**src/hdl/assert_macros.svh**
```systemverilog
// assertion helpers shared by the rtl
`ifndef ASSERT_MACROS_SVH
`define ASSERT_MACROS_SVH

// clocked check, off while reset is held
`define ASSERT_CLK(label, prop, msg) \
    label: assert property (@(posedge i_clk) disable iff (!i_rst_n) prop) \
        else $error(msg);

// clocked check that also runs through reset
`define ASSERT_CLK_NR(label, prop, msg) \
    label: assert property (@(posedge i_clk) prop) else $error(msg);

`endif

```
**src/hdl/ptts_pkg.sv**
```systemverilog
package ptts_pkg;

    localparam int unsigned DIV_W     = 20;
    localparam int unsigned DVSR_W    = 16;
    localparam int unsigned DIV_CNT_W = 5;
    localparam logic [DIV_CNT_W-1:0] DIV_STEPS = 5'd20;

    typedef enum logic [1:0] {
        OP_START   = 2'd0,
        OP_TICK    = 2'd1,
        OP_SUSPEND = 2'd2,
        OP_SLEEP   = 2'd3
    } t_op;

    typedef enum logic [1:0] {
        MODE_SUSPENDED = 2'd0,
        MODE_READY     = 2'd1,
        MODE_SLEEP     = 2'd2,
        MODE_IDLE      = 2'd3
    } t_mode;

    typedef enum logic [2:0] {
        S_IDLE,
        S_DECODE,
        S_SLOT,
        S_DIV,
        S_FIN
    } t_state;

    // configuration register indexes
    localparam logic [2:0] CFG_TICK    = 3'd0;
    localparam logic [2:0] CFG_PERIOD0 = 3'd1;
    localparam logic [2:0] CFG_PERIOD1 = 3'd2;
    localparam logic [2:0] CFG_PERIOD2 = 3'd3;
    localparam logic [2:0] CFG_PERIOD3 = 3'd4;
    localparam logic [2:0] CFG_PRESENT = 3'd5;

    typedef struct packed {
        logic [7:0]        tick_ms;
        logic [3:0][15:0]  period;
        logic [3:0]        present;
    } t_cfg;

    typedef struct packed {
        logic load;
        logic set_err;
        logic suspend;
        logic div_start;
        logic apply;
        logic next;
        logic emit;
    } t_cmd;

    typedef struct packed {
        t_op  op;
        logic tick_zero;
        logic sleep_ok;
        logic need_div;
        logic item_last;
        logic div_done;
        logic out_free;
    } t_stat;

    function automatic logic [7:0] sat8(input logic [DIV_W-1:0] v);
        return (|v[DIV_W-1:8]) ? 8'hFF : v[7:0];
    endfunction

endpackage

```
**src/hdl/ptts_regs.sv**
```systemverilog
module ptts_regs (
    input  logic              i_clk,
    input  logic              i_rst_n,
    input  logic              i_wr,
    input  logic [2:0]        i_index,
    input  logic [15:0]       i_data,
    output ptts_pkg::t_cfg    o_cfg
);
    import ptts_pkg::*;

    t_cfg r_cfg;

    always_ff @(posedge i_clk) begin
        if (!i_rst_n) begin
            r_cfg.tick_ms <= 8'd1;
            r_cfg.period  <= {4{16'd1000}};
            r_cfg.present <= 4'hF;
        end else if (i_wr) begin
            case (i_index)
                CFG_TICK:    r_cfg.tick_ms <= i_data[7:0];
                CFG_PERIOD0,
                CFG_PERIOD1,
                CFG_PERIOD2,
                CFG_PERIOD3: r_cfg.period[2'(i_index - CFG_PERIOD0)] <= i_data;
                CFG_PRESENT: r_cfg.present <= i_data[3:0];
                default: ;
            endcase
        end
    end

    assign o_cfg = r_cfg;

endmodule

```
**src/hdl/ptts_ctrl.sv**
```systemverilog
module ptts_ctrl (
    input  logic             i_clk,
    input  logic             i_rst_n,
    input  logic             i_in_valid,
    input  ptts_pkg::t_stat  i_stat,
    output ptts_pkg::t_cmd   o_cmd,
    output logic             o_idle
);
    import ptts_pkg::*;

    t_state r_state;
    t_state n_state;
    t_cmd   w_cmd;

    always_ff @(posedge i_clk) begin
        if (!i_rst_n) begin
            r_state <= S_IDLE;
        end else begin
            r_state <= n_state;
        end
    end

    always_comb begin
        n_state = r_state;
        w_cmd   = '0;
        case (r_state)
            S_IDLE: begin
                if (i_in_valid) begin
                    w_cmd.load = 1'b1;
                    n_state    = S_DECODE;
                end
            end
            S_DECODE: begin
                case (i_stat.op)
                    OP_START: begin
                        if (i_stat.tick_zero) begin
                            w_cmd.set_err = 1'b1;
                            n_state       = S_FIN;
                        end else begin
                            n_state = S_SLOT;
                        end
                    end
                    OP_TICK: n_state = S_SLOT;
                    OP_SUSPEND: begin
                        w_cmd.suspend = 1'b1;
                        n_state       = S_FIN;
                    end
                    OP_SLEEP: begin
                        if (i_stat.sleep_ok) begin
                            w_cmd.div_start = 1'b1;
                            n_state         = S_DIV;
                        end else begin
                            w_cmd.set_err = 1'b1;
                            n_state       = S_FIN;
                        end
                    end
                    default: n_state = S_FIN;
                endcase
            end
            S_SLOT: begin
                if (i_stat.need_div) begin
                    w_cmd.div_start = 1'b1;
                    n_state         = S_DIV;
                end else begin
                    w_cmd.apply = 1'b1;
                    if (i_stat.item_last) begin
                        n_state = S_FIN;
                    end else begin
                        w_cmd.next = 1'b1;
                    end
                end
            end
            S_DIV: begin
                if (i_stat.div_done) begin
                    w_cmd.apply = 1'b1;
                    if (i_stat.item_last) begin
                        n_state = S_FIN;
                    end else begin
                        w_cmd.next = 1'b1;
                        n_state    = S_SLOT;
                    end
                end
            end
            S_FIN: begin
                if (i_stat.out_free) begin
                    w_cmd.emit = 1'b1;
                    n_state    = S_IDLE;
                end
            end
            default: n_state = S_IDLE;
        endcase
    end

    assign o_cmd  = w_cmd;
    assign o_idle = (r_state == S_IDLE);

`include "assert_macros.svh"

    `ASSERT_CLK(a_emit_only_when_free, w_cmd.emit |-> i_stat.out_free, "result emitted over a full output register")
    `ASSERT_CLK_NR(a_reset_to_idle, !i_rst_n |=> r_state == S_IDLE, "controller not idle after reset")

endmodule

```
**src/hdl/ptts_dp.sv**
```systemverilog
module ptts_dp #(
    parameter int TASKS = 4
) (
    input  logic             i_clk,
    input  logic             i_rst_n,
    input  ptts_pkg::t_cmd   i_cmd,
    input  ptts_pkg::t_cfg   i_cfg,
    input  logic [1:0]       i_operation,
    input  logic [1:0]       i_task_index,
    input  logic [19:0]      i_sleep_period_ms,
    input  logic             i_out_stall,
    output ptts_pkg::t_stat  o_stat,
    output logic             o_out_valid,
    output logic [3:0]       o_run_mask,
    output logic             o_status
);
    import ptts_pkg::*;

    localparam int SW = (TASKS > 1) ? $clog2(TASKS) : 1;
    localparam logic [SW-1:0] SLOT_LAST = SW'(TASKS - 1);
    localparam logic [2:0]    TASKS_L   = 3'(TASKS);

    // item latched at accept
    t_op               r_op;
    logic [1:0]        r_idx;
    logic [19:0]       r_req;
    logic [SW-1:0]     r_slot;

    // per slot state
    logic [7:0]        r_cnt   [TASKS];
    t_mode             r_mode  [TASKS];
    logic [7:0]        r_pause [TASKS];

    // shared restoring divider
    logic [DIV_W-1:0]     r_quo;
    logic [DVSR_W-1:0]    r_rem;
    logic [DVSR_W-1:0]    r_dvsr;
    logic [DIV_CNT_W-1:0] r_div_cnt;

    logic [3:0]        r_mask;
    logic              r_status;
    logic              r_out_valid;
    logic [3:0]        r_run_mask;
    logic              r_out_status;

    logic [DVSR_W:0]   w_shift;
    logic [DVSR_W:0]   w_diff;
    logic              w_ge;
    logic [SW-1:0]     w_idx_s;
    logic              w_idx_ok;
    logic [15:0]       w_per_slot;
    logic [15:0]       w_per_idx;
    logic              w_tick_zero;
    logic [DIV_W-1:0]  w_q_tick;
    logic [DIV_W-1:0]  w_q_dec;
    logic [7:0]        w_reload;
    logic [7:0]        w_pause_dec;
    t_stat             w_stat;

    assign w_idx_s     = r_idx[SW-1:0];
    assign w_idx_ok    = ({1'b0, r_idx} < TASKS_L);
    assign w_per_slot  = i_cfg.period[2'(r_slot)];
    assign w_per_idx   = i_cfg.period[r_idx];
    assign w_tick_zero = (i_cfg.tick_ms == 8'd0);

    assign w_shift = {r_rem, r_quo[DIV_W-1]};
    assign w_diff  = w_shift - {1'b0, r_dvsr};
    assign w_ge    = (w_shift >= {1'b0, r_dvsr});

    // reload is quotient minus one, zero tick counts as a zero quotient
    assign w_q_tick    = w_tick_zero ? '0 : r_quo;
    assign w_q_dec     = w_q_tick - DIV_W'(1);
    assign w_reload    = (w_q_tick == '0) ? 8'd0 : sat8(w_q_dec);
    assign w_pause_dec = r_pause[r_slot] - 8'd1;

    always_comb begin
        w_stat.op        = r_op;
        w_stat.tick_zero = w_tick_zero;
        w_stat.sleep_ok  = w_idx_ok && (r_mode[w_idx_s] == MODE_READY) &&
                           (w_per_idx != 16'd0) && (r_req > {4'd0, w_per_idx});
        w_stat.need_div  = (r_op == OP_START) ||
                           ((r_cnt[r_slot] == 8'd0) && !w_tick_zero);
        w_stat.item_last = (r_op == OP_SLEEP) || (r_slot == SLOT_LAST);
        w_stat.div_done  = (r_div_cnt == '0);
        w_stat.out_free  = !r_out_valid || !i_out_stall;
    end

    always_ff @(posedge i_clk) begin
        if (!i_rst_n) begin
            r_slot      <= '0;
            r_div_cnt   <= '0;
            r_out_valid <= 1'b0;
            for (int s = 0; s < TASKS; s++) begin
                r_cnt[s]   <= 8'd0;
                r_mode[s]  <= MODE_SUSPENDED;
                r_pause[s] <= 8'd0;
            end
        end else begin
            if (i_cmd.load) begin
                r_slot <= '0;
            end else if (i_cmd.next) begin
                r_slot <= r_slot + SW'(1);
            end

            if (i_cmd.div_start) begin
                r_div_cnt <= DIV_STEPS;
            end else if (r_div_cnt != '0) begin
                r_div_cnt <= r_div_cnt - DIV_CNT_W'(1);
            end

            if (i_cmd.emit) begin
                r_out_valid <= 1'b1;
            end else if (r_out_valid && !i_out_stall) begin
                r_out_valid <= 1'b0;
            end

            if (i_cmd.suspend && w_idx_ok) begin
                r_mode[w_idx_s] <= MODE_SUSPENDED;
            end

            if (i_cmd.apply) begin
                case (r_op)
                    OP_START: begin
                        r_cnt[r_slot]  <= sat8(r_quo);
                        r_mode[r_slot] <= MODE_READY;
                    end
                    OP_TICK: begin
                        if (r_cnt[r_slot] == 8'd0) begin
                            r_cnt[r_slot] <= w_reload;
                            if (r_mode[r_slot] == MODE_SLEEP) begin
                                r_pause[r_slot] <= w_pause_dec;
                                if (w_pause_dec == 8'd0) begin
                                    r_mode[r_slot] <= MODE_READY;
                                end
                            end
                        end else begin
                            r_cnt[r_slot] <= r_cnt[r_slot] - 8'd1;
                        end
                    end
                    OP_SLEEP: begin
                        r_mode[w_idx_s]  <= MODE_SLEEP;
                        r_pause[w_idx_s] <= sat8(r_quo);
                    end
                    default: ;
                endcase
            end
        end
    end

    always_ff @(posedge i_clk) begin
        if (i_cmd.load) begin
            r_op     <= t_op'(i_operation);
            r_idx    <= i_task_index;
            r_req    <= i_sleep_period_ms;
            r_mask   <= 4'd0;
            r_status <= 1'b0;
        end else begin
            if (i_cmd.set_err || (i_cmd.suspend && !w_idx_ok)) begin
                r_status <= 1'b1;
            end
            if (i_cmd.apply && (r_op == OP_TICK) && (r_cnt[r_slot] == 8'd0) &&
                (r_mode[r_slot] == MODE_READY) && i_cfg.present[2'(r_slot)]) begin
                r_mask <= r_mask | (4'd1 << r_slot);
            end
        end

        if (i_cmd.div_start) begin
            r_rem <= '0;
            if (r_op == OP_SLEEP) begin
                r_quo  <= r_req;
                r_dvsr <= w_per_idx;
            end else begin
                r_quo  <= {4'd0, w_per_slot};
                r_dvsr <= {8'd0, i_cfg.tick_ms};
            end
        end else if (r_div_cnt != '0) begin
            r_rem <= w_ge ? w_diff[DVSR_W-1:0] : w_shift[DVSR_W-1:0];
            r_quo <= {r_quo[DIV_W-2:0], w_ge};
        end

        if (i_cmd.emit) begin
            r_run_mask   <= r_mask;
            r_out_status <= r_status;
        end
    end

    assign o_stat      = w_stat;
    assign o_out_valid = r_out_valid;
    assign o_run_mask  = r_run_mask;
    assign o_status    = r_out_status;

`include "assert_macros.svh"

    `ASSERT_CLK(a_div_not_busy_on_start, i_cmd.div_start |-> r_div_cnt == '0, "divider restarted while busy")
    `ASSERT_CLK(a_sleep_has_pause, (r_mode[0] == MODE_SLEEP && $past(r_mode[0]) != MODE_SLEEP) |-> r_pause[0] != 8'd0, "slot entered sleep with zero pause")

endmodule

```
**src/hdl/periodic_task_tick_scheduler.sv**
```systemverilog
// accept to o_out_valid: suspend and refused items go straight to the output register; sleep
// divides once, tick walks all slots, dividing for each at zero count (none when tick
// length is zero), start divides per slot; one item at a time through a shared 20-step divider
// throughput: next item accepted the cycle after the result is loaded into the output register
// reset: i_rst_n synchronous active low; slots suspended with zero counts, registers at defaults
module periodic_task_tick_scheduler #(
    parameter int TASKS = 4
) (
    input  logic        i_clk,
    input  logic        i_rst_n,

    // item channel
    input  logic        i_in_valid,
    output logic        o_in_stall,
    input  logic [1:0]  i_operation,
    input  logic [1:0]  i_task_index,
    input  logic [19:0] i_sleep_period_ms,

    // result channel
    output logic        o_out_valid,
    input  logic        i_out_stall,
    output logic [3:0]  o_run_mask,
    output logic        o_status,

    // configuration write channel
    input  logic        i_cfg_valid,
    output logic        o_cfg_ready,
    input  logic [2:0]  i_cfg_index,
    input  logic [15:0] i_cfg_data
);
    import ptts_pkg::*;

    t_cfg  w_cfg;
    t_cmd  w_cmd;
    t_stat w_stat;
    logic  w_idle;

    // config writes are always accepted
    assign o_cfg_ready = 1'b1;

    // a transaction is taken only while the controller sits idle; the output
    // register keeps the last result so the next item can start meanwhile
    assign o_in_stall = !w_idle;

    // tick length, slot periods and present mask
    ptts_regs u_regs (
        .i_clk   (i_clk),
        .i_rst_n (i_rst_n),
        .i_wr    (i_cfg_valid && o_cfg_ready),
        .i_index (i_cfg_index),
        .i_data  (i_cfg_data),
        .o_cfg   (w_cfg)
    );

    // sequencer: decode, walk slots, run divider, hand result to output register
    ptts_ctrl u_ctrl (
        .i_clk      (i_clk),
        .i_rst_n    (i_rst_n),
        .i_in_valid (i_in_valid),
        .i_stat     (w_stat),
        .o_cmd      (w_cmd),
        .o_idle     (w_idle)
    );

    // slot state, divider, run mask build-up and output register
    ptts_dp #(
        .TASKS (TASKS)
    ) u_dp (
        .i_clk             (i_clk),
        .i_rst_n           (i_rst_n),
        .i_cmd             (w_cmd),
        .i_cfg             (w_cfg),
        .i_operation       (i_operation),
        .i_task_index      (i_task_index),
        .i_sleep_period_ms (i_sleep_period_ms),
        .i_out_stall       (i_out_stall),
        .o_stat            (w_stat),
        .o_out_valid       (o_out_valid),
        .o_run_mask        (o_run_mask),
        .o_status          (o_status)
    );

endmodule

```
**config.mk**
```make
export PLATFORM = sky130hd
export DESIGN_NAME = periodic_task_tick_scheduler
export DESIGN_NICKNAME = d
export VERILOG_FILES = /design/src/hdl/ptts_pkg.sv /design/src/hdl/ptts_regs.sv /design/src/hdl/ptts_ctrl.sv /design/src/hdl/ptts_dp.sv /design/src/hdl/periodic_task_tick_scheduler.sv
export VERILOG_INCLUDE_DIRS = /design/src /design/src/hdl
export SDC_FILE = /design/constraint.sdc
export NUM_CORES = 1
export LEC_CHECK = 0
export BUFFER_PORTS_ARGS = -buffer_cell sky130_fd_sc_hd__buf_2
export CAP_MARGIN = 20
export CORE_ASPECT_RATIO = 1.5
export CORE_UTILIZATION = 40
export DETAILED_ROUTE_END_ITERATION = 8
export HOLD_SLACK_MARGIN = 0.02
export PLACE_DENSITY = 0.66
export SLEW_MARGIN = 10
export SYNTH_ARGS = -nofsm -noshare
export SYNTH_HDL_FRONTEND = slang
export SYNTH_SLANG_ARGS = --single-unit
export TNS_END_PERCENT = 100
```
**constraint.sdc**
```tcl
create_clock -name i_clk -period 4.6 [get_ports i_clk]
set_input_delay 0.46 -clock i_clk [delete_from_list [all_inputs] [get_ports i_clk]]
set_output_delay 0.46 -clock i_clk [all_outputs]
set_load 0.02 [all_outputs]
```
# ---- Word level (Yosys, flattened, before mapping)
# Memories as Yosys holds them, arrays and structs flattened. A register that Yosys moved wholly into a read port is not among the register bits.
# Cells that the tools add are included.
# Widths: inputs -> output; s select.
dict set report classes {
  n_reduce_logical 42
  shift 1
  n_eq_ne 20
  n_addsub 7
  magnitude_cmp 6
  muxes 110
  bitwise 6
}
# operator n
set ops {}
lappend ops {{$mux 20} 4}
lappend ops {{$mux 8} 9}
lappend ops {{$bmux 16 s2} 2}
lappend ops {{$bwmux 64} 1}
lappend ops {{$mux 16} 4}
lappend ops {{$mux 1} 54}
lappend ops {{$mux 2} 19}
lappend ops {{$demux 16 s2} 1}
lappend ops {{$logic_not 8->1} 3}
lappend ops {{$mux 3} 8}
lappend ops {{$reduce_or 12->1} 2}
lappend ops {{$reduce_or 8->1} 3}
lappend ops {{$gt 20x16->1} 1}
lappend ops {{$logic_not 20->1} 1}
lappend ops {{$sub 20x1->20 const B} 1}
lappend ops {{$ge 17x16->1} 1}
lappend ops {{$reduce_bool 16->1} 1}
lappend ops {{$sub 16x16->16} 1}
lappend ops {{$sub 8x1->8 const B} 2}
lappend ops {{$pmux 3 s5} 1}
lappend ops {{$eq 3x2->1 const B} 4}
lappend ops {{$pmux 3 s4} 1}
lappend ops {{$mux 5} 2}
lappend ops {{$eq 3x3->1 const B} 3}
lappend ops {{30 further kinds} 63}
dict set report totals {
  mem_bits_rw 72
  wordCells 217
  memories 3
  register_bits 173
}
# name depth word_bits rd rd_clocked_by_memory_dff write_ports line
set mem_list {}
lappend mem_list {u_dp.r_cnt 4 8 1 1 4 ptts_dp.sv:30} ;# logic [7:0] r_cnt [TASKS];
lappend mem_list {u_dp.r_pause 4 8 1 1 4 ptts_dp.sv:32} ;# logic [7:0] r_pause [TASKS];
lappend mem_list {u_dp.r_mode 4 2 2 2 4 ptts_dp.sv:31} ;# t_mode r_mode [TASKS];

# ---- Logic depth before layout (Yosys ltp)
dict set report logic_depth {
  depth_word 15
  mapped_depth 15
}

# ---- By module
# From an unflattened synthesis, not the netlist that was laid out.
dict set report hier_totals {
  hier_cells 1304
  area_unflattened_um2 13698.1
}
# module area_per_inst_um2 seq_area_each_um2 cells_each n_inst
set modules_own_cells {}
lappend modules_own_cells {ptts_dp 10292.4 4694.5 962 1}
lappend modules_own_cells {ptts_regs 2957.8 1521.5 278 1}
lappend modules_own_cells {ptts_ctrl 432.9 60.1 61 1}
lappend modules_own_cells {periodic_task_tick_scheduler 15.0 0.0 3 1}

# ---- Least setup slack after synthesis
# Ideal clock, no wire load.
dict set report synth_timing {
  path_kind {reg-to-reg}
  from {register (tool-made name)}
  to {memory u_dp.r_pause[3][0], enable pin}
  t_required_ps 4181
  path_stages_with_launch 13
  arrival_time_ps 4241
  setup_slack_ps -60
  period_less_slack_ps 4660
  setup_time_ps 419
  cell_sequence {dfxtp_1 > buf_1 > clkbuf_8 > mux4_2 > inv_1 > ha_1 > inv_1 > or4_4 > nor3_4 > a31oi_1 > nand2_1 > nor2_1 > a2111oi_0}
}
# item line
set synth_lines {}
lappend synth_lines {{to (decl)} ptts_dp.sv:32}

==> results.txt <==
The run finished with clean final reports. The largest net degree at the start of global routing is 56. The path category of the worst min-delay check is in2reg. By count the netlist is led by sky130_fd_sc_hd__nand2_1, sky130_fd_sc_hd__edfxtp_1, sky130_fd_sc_hd__nor2_1. The worst max-slew margin expressed relative to the limit is 0.275. The top cell type's share of synthesized area is 0.309. Fill cells in the final layout number slightly above 3,000. The share of synthesized area occupied by flip-flops and latches is 0.477. The setup skew after layout is around 0.035 ns. The congestion estimate from routability-driven global placement came to about 0.96.

Setup violations remaining at the end of the flow were counted as 0. Counting along the longest clock path gives a buffer depth of 3. The clock transition time at the flip-flop clock pins of the worst setup and hold paths is around 0.07 ns. The share of the clock period used by the worst path after layout came out at 0.907. The area inside the core boundary is about 33,000 µm².

The count of vias placed by the detailed router is just over 10,000. The cell family contributing the most delay on the critical path is compound AO/OA/AOI/OAI gates. The internal power came out at approximately 5.2 mW.

The arrival time of data at the critical path endpoint is 4.58 ns. The floorplan row count is 81. The detailed-router iteration count before antenna repair is 5.

The synthesis warning total came out at 0. The main combinational cell family by area after synthesis is simple AND/OR/NAND/NOR gates. The largest individual stage delay along the critical path comes from the cell sky130_fd_sc_hd__edfxtp_1. The maximum operating frequency is roughly 0.24 GHz. The fraction of layout instances using a drive strength above 1 came out at 0.156.

The clock power share came out at 0.274. The most common flop cell mapped by yosys is sky130_fd_sc_hd__edfxtp_1. The total inserted antenna cells is 0. The synthesized-area fraction occupied by ao, oa, aoi and oai cells is 0.120. The share of synthesized cell area in and, or, nand and nor gates is 0.176. The via count of the first global-routing pass came out at approximately 10,000. The post-CTS setup repair buffer count came out at 0. The count of nets after finishing is 1,440. Counting flops and latches in the post-synthesis netlist gives 249. The worst-case vdd ir drop came out at just over 0.4 mV.

The proportion of synthesized area in mux cells came out at 0.121. The root buffer cell chosen for the clock tree is sky130_fd_sc_hd__clkbuf_16. The number of antenna violations at the first check in global routing came to 0. The count of H-tree levels built during CTS is 1. Setup repair after global routing left no endpoint under its margin. The worst setup slack after placement is between 0.4 and 0.5 ns. The floorplan die height came out at approximately 230 µm. Averaged over all synthesized cells, the footprint is a little over 10 µm². The combinational cell fraction of total power came out at 0.327. The area growth from synthesis to layout is 11.6%.

Of the total synthesized cell area, the portion taken by full adders, half adders and majority gates is 0.0438. The number of hold violations in the final report came out at 0. The global routing usage summed across all routing layers is 0.212.

After detailed routing, the number of vias per cell comes to about 5.7. The clock reaches the later pin of the worst-skew pair after 0.56 ns. The sum of overflow across all layers after global routing came out at 0.

The global-route wire length before repair came out at ~55,000 µm. The post-synthesis instance area came out at roughly 13,000 µm². TritonCTS built the clock tree. The hold buffer count at cts is 0. The power spent charging and discharging nets is approximately 2.8 mW. The final setup slack of the worst path is 0.428 ns. The violation count after the first detailed-route iteration came out at approximately 700. The net count after synthesis came out at 1,403. The post-synthesis xor/xnor area fraction is 0.0151.

The number of remaining DRC errors came out at 0. The critical path is of the reg2reg type. The sequential group share of total power came out at 0.399. The number of max-capacitance violations reported came out at 0. The number of synthesized flops with an enable pin is 137. The number of gates given a new drive strength after cts came out at 0.

The effective utilization at floorplan came out at 0.408. Detailed placement ended at an HPWL of between 20,000 and 30,000 µm. The sum of routed wire length over all layers is between 30,000 and 40,000 µm.

The number of library cell types mapped by synthesis is slightly above 90. The number of top-level pins is 56. The critical path goes through mux4_2 -> inv_1 -> ha_1 -> a21o_1 -> a21o_1 -> a211o_1 -> a211o_1 -> nand3_1 -> o21a_1 -> inv_1 -> buf_4 -> a2111oi_0.

In this run the remaining antenna-violating nets after routing total 0. The accumulated negative setup slack came out at 0 ns. For this run, the slowest stage of the critical path takes between 0.7 and 0.8 ns. STA classifies the critical path startpoint as a register. The number of sinks driven by the clock tree came out at between 200 and 250. The maximum fanout count along the critical path is 20. Counting flops with an async set or reset pin after synthesis yields a share of 0. The floorplan step set the die width to around 150 µm. The slew at the pin with the worst max-slew slack is 1.09 ns. After synthesis, the cell types taking the most area are sky130_fd_sc_hd__edfxtp_1, sky130_fd_sc_hd__dfxtp_1, sky130_fd_sc_hd__mux4_2, sky130_fd_sc_hd__nand2_1, sky130_fd_sc_hd__ha_1. Power spread over the standard cell area amounts to roughly 540 nW/µm². The post-synthesis cell type with the largest combined area is sky130_fd_sc_hd__edfxtp_1. The most common cell in the synthesized netlist is sky130_fd_sc_hd__nand2_1. The gate count of the mapped netlist came out at 1,309.

The analysis attributes to cell leakage a power of between 5 and 6 nW. The die covers around 34,000 µm². The number of buffers added by the clock tree synthesis step is 24. STA classifies the critical path endpoint as a register. The number of buffers and inverters on the critical path came out at 3. The detailed-route wire length per cell is between 15 and 20 µm.

The critical path required time is approximately 5 ns. The switching share of total power came out at 0.351. The count of buffers from port buffering is 54.

The number of max-slew violations in the final report came out at 0. The shortest period the worst path allows is ~4.2 ns.
## power by group through the flow
stage                     clock network, mW  registers [mW]  logic (mW)
after global routing                   2.31            3.23        2.91
after floorplan                           0            3.05        2.03
final                                  2.19            3.19        2.61
after detailed placement                  0            3.23        2.59
after global placement                    0            3.22        2.54
after CTS                              2.23            3.18        2.61
## cells by family (layout without fill, tap and decap cells)
family / Yosys count / after routing
fa+ha+maj: 46 / 46
simple gates: 504 / 504
buf+inv: 143 / 198
mux: 92 / 92
xor+xnor: 23 / 23
flops: 249 / 249
compound gates: 251 / 251
other cells: 1 / 1
## registers in the layout (all words and copies together) (netlist names), named ones only
register / flops
u_dp.r_mode: 8
u_dp.r_idx: 2
u_dp.r_cnt: 32
u_dp.o_status: 1
u_dp.r_op: 2
u_dp.r_pause: 32
u_dp.r_status: 1
u_dp.r_rem: 16
u_dp.r_req: 20
u_dp.r_slot: 2
u_dp.r_dvsr: 16
u_dp.o_run_mask: 4
u_dp.r_quo: 20
u_dp.o_out_valid: 1
u_dp.r_mask: 4
u_regs.o_cfg: 76
u_ctrl.r_state: 3
u_dp.r_div_cnt: 5
## path summary, 6_finish.rpt
kind,start,end,slack [ns],cells after the start
hold / removal,i_operation[1],u_dp.r_op[1]$_DFFE_PP_,0.07,1
setup / recovery,u_dp.r_idx[0]$_DFFE_PP_,u_dp.r_rem[0]$_SDFFE_PP0P_,0.43,12
hold reg to reg,u_dp.r_mask[1]$_SDFFE_PP0P_,u_dp.o_run_mask[1]$_DFFE_PP_,0.45,0
setup reg to reg,u_dp.r_idx[0]$_DFFE_PP_,u_dp.r_rem[0]$_SDFFE_PP0P_,0.43,12
## layout make-up
cell class                 instances  area [µm²]  share of cell area
tap                              415         519              0.0349
clock inverter                    14         193              0.0130
multi-input combinational        917        6360               0.428
inverter                          72         270              0.0182
sequential                       249        6360               0.428
timing repair buffer              82         480              0.0323
clock buffer                      30         684              0.0461
## metal layers
metal	routed length, µm	up-vias	part of all wire	track usage
met5	0	-	0	0
met4	2010	0	0.057	0.123
met3	1280	95	0.036	0.0241
met2	18600	299	0.53	0.390
met1	13300	4867	0.38	0.230
li1	-	4826	-	-
## per-stage QoR
step / power [mW] / hold WS (ns) / cells / utilization / instance area (µm²)
final: 8.00 / 0.0691 / 1779 / 0.455 / 14900
after global routing: 8.45 / 0.0541 / 1779 / 0.455 / 14900
after CTS: 8.02 / 0.0460 / 1779 / 0.455 / 14900
after detailed placement: 5.82 / 0.441 / 1735 / 0.428 / 14000
after global placement: 5.76 / 0.421 / 1735 / 0.428 / 14000
after floorplan: 5.08 / 0.408 / 1309 / - / 13300
## cell usage in the layout (no fill, tap or decap), types with 5 or more instances in the layout
| cell | count |
|---|---|
| sky130_fd_sc_hd__a21o_1 | 6 |
| sky130_fd_sc_hd__mux2_2 | 9 |
| sky130_fd_sc_hd__and3_1 | 7 |
| sky130_fd_sc_hd__nand3_1 | 41 |
| sky130_fd_sc_hd__ha_1 | 45 |
| sky130_fd_sc_hd__or2_2 | 8 |
| sky130_fd_sc_hd__nand2b_1 | 5 |
| sky130_fd_sc_hd__o21a_1 | 10 |
| sky130_fd_sc_hd__nand3b_1 | 6 |
| sky130_fd_sc_hd__edfxtp_1 | 137 |
| sky130_fd_sc_hd__o211ai_1 | 5 |
| sky130_fd_sc_hd__mux4_1 | 11 |
| sky130_fd_sc_hd__nand4_1 | 6 |
| sky130_fd_sc_hd__xnor2_1 | 16 |
| sky130_fd_sc_hd__buf_2 | 54 |
| sky130_fd_sc_hd__a211oi_1 | 10 |
| sky130_fd_sc_hd__buf_4 | 28 |
| sky130_fd_sc_hd__mux2i_1 | 32 |
| sky130_fd_sc_hd__nor3_1 | 26 |
| sky130_fd_sc_hd__nor2_1 | 124 |
| sky130_fd_sc_hd__nor4_1 | 14 |
| sky130_fd_sc_hd__clkbuf_16 | 25 |
| sky130_fd_sc_hd__nand2_1 | 215 |
| sky130_fd_sc_hd__dfxtp_1 | 112 |
| sky130_fd_sc_hd__xor2_1 | 7 |
| sky130_fd_sc_hd__or4_1 | 6 |
| sky130_fd_sc_hd__inv_1 | 69 |
| sky130_fd_sc_hd__a31oi_1 | 9 |
| sky130_fd_sc_hd__a21oi_1 | 96 |
| sky130_fd_sc_hd__o21ai_0 | 55 |
| sky130_fd_sc_hd__and2_1 | 11 |
| sky130_fd_sc_hd__mux4_2 | 40 |
No activity file was read; power rests on OpenSTA's default activity.
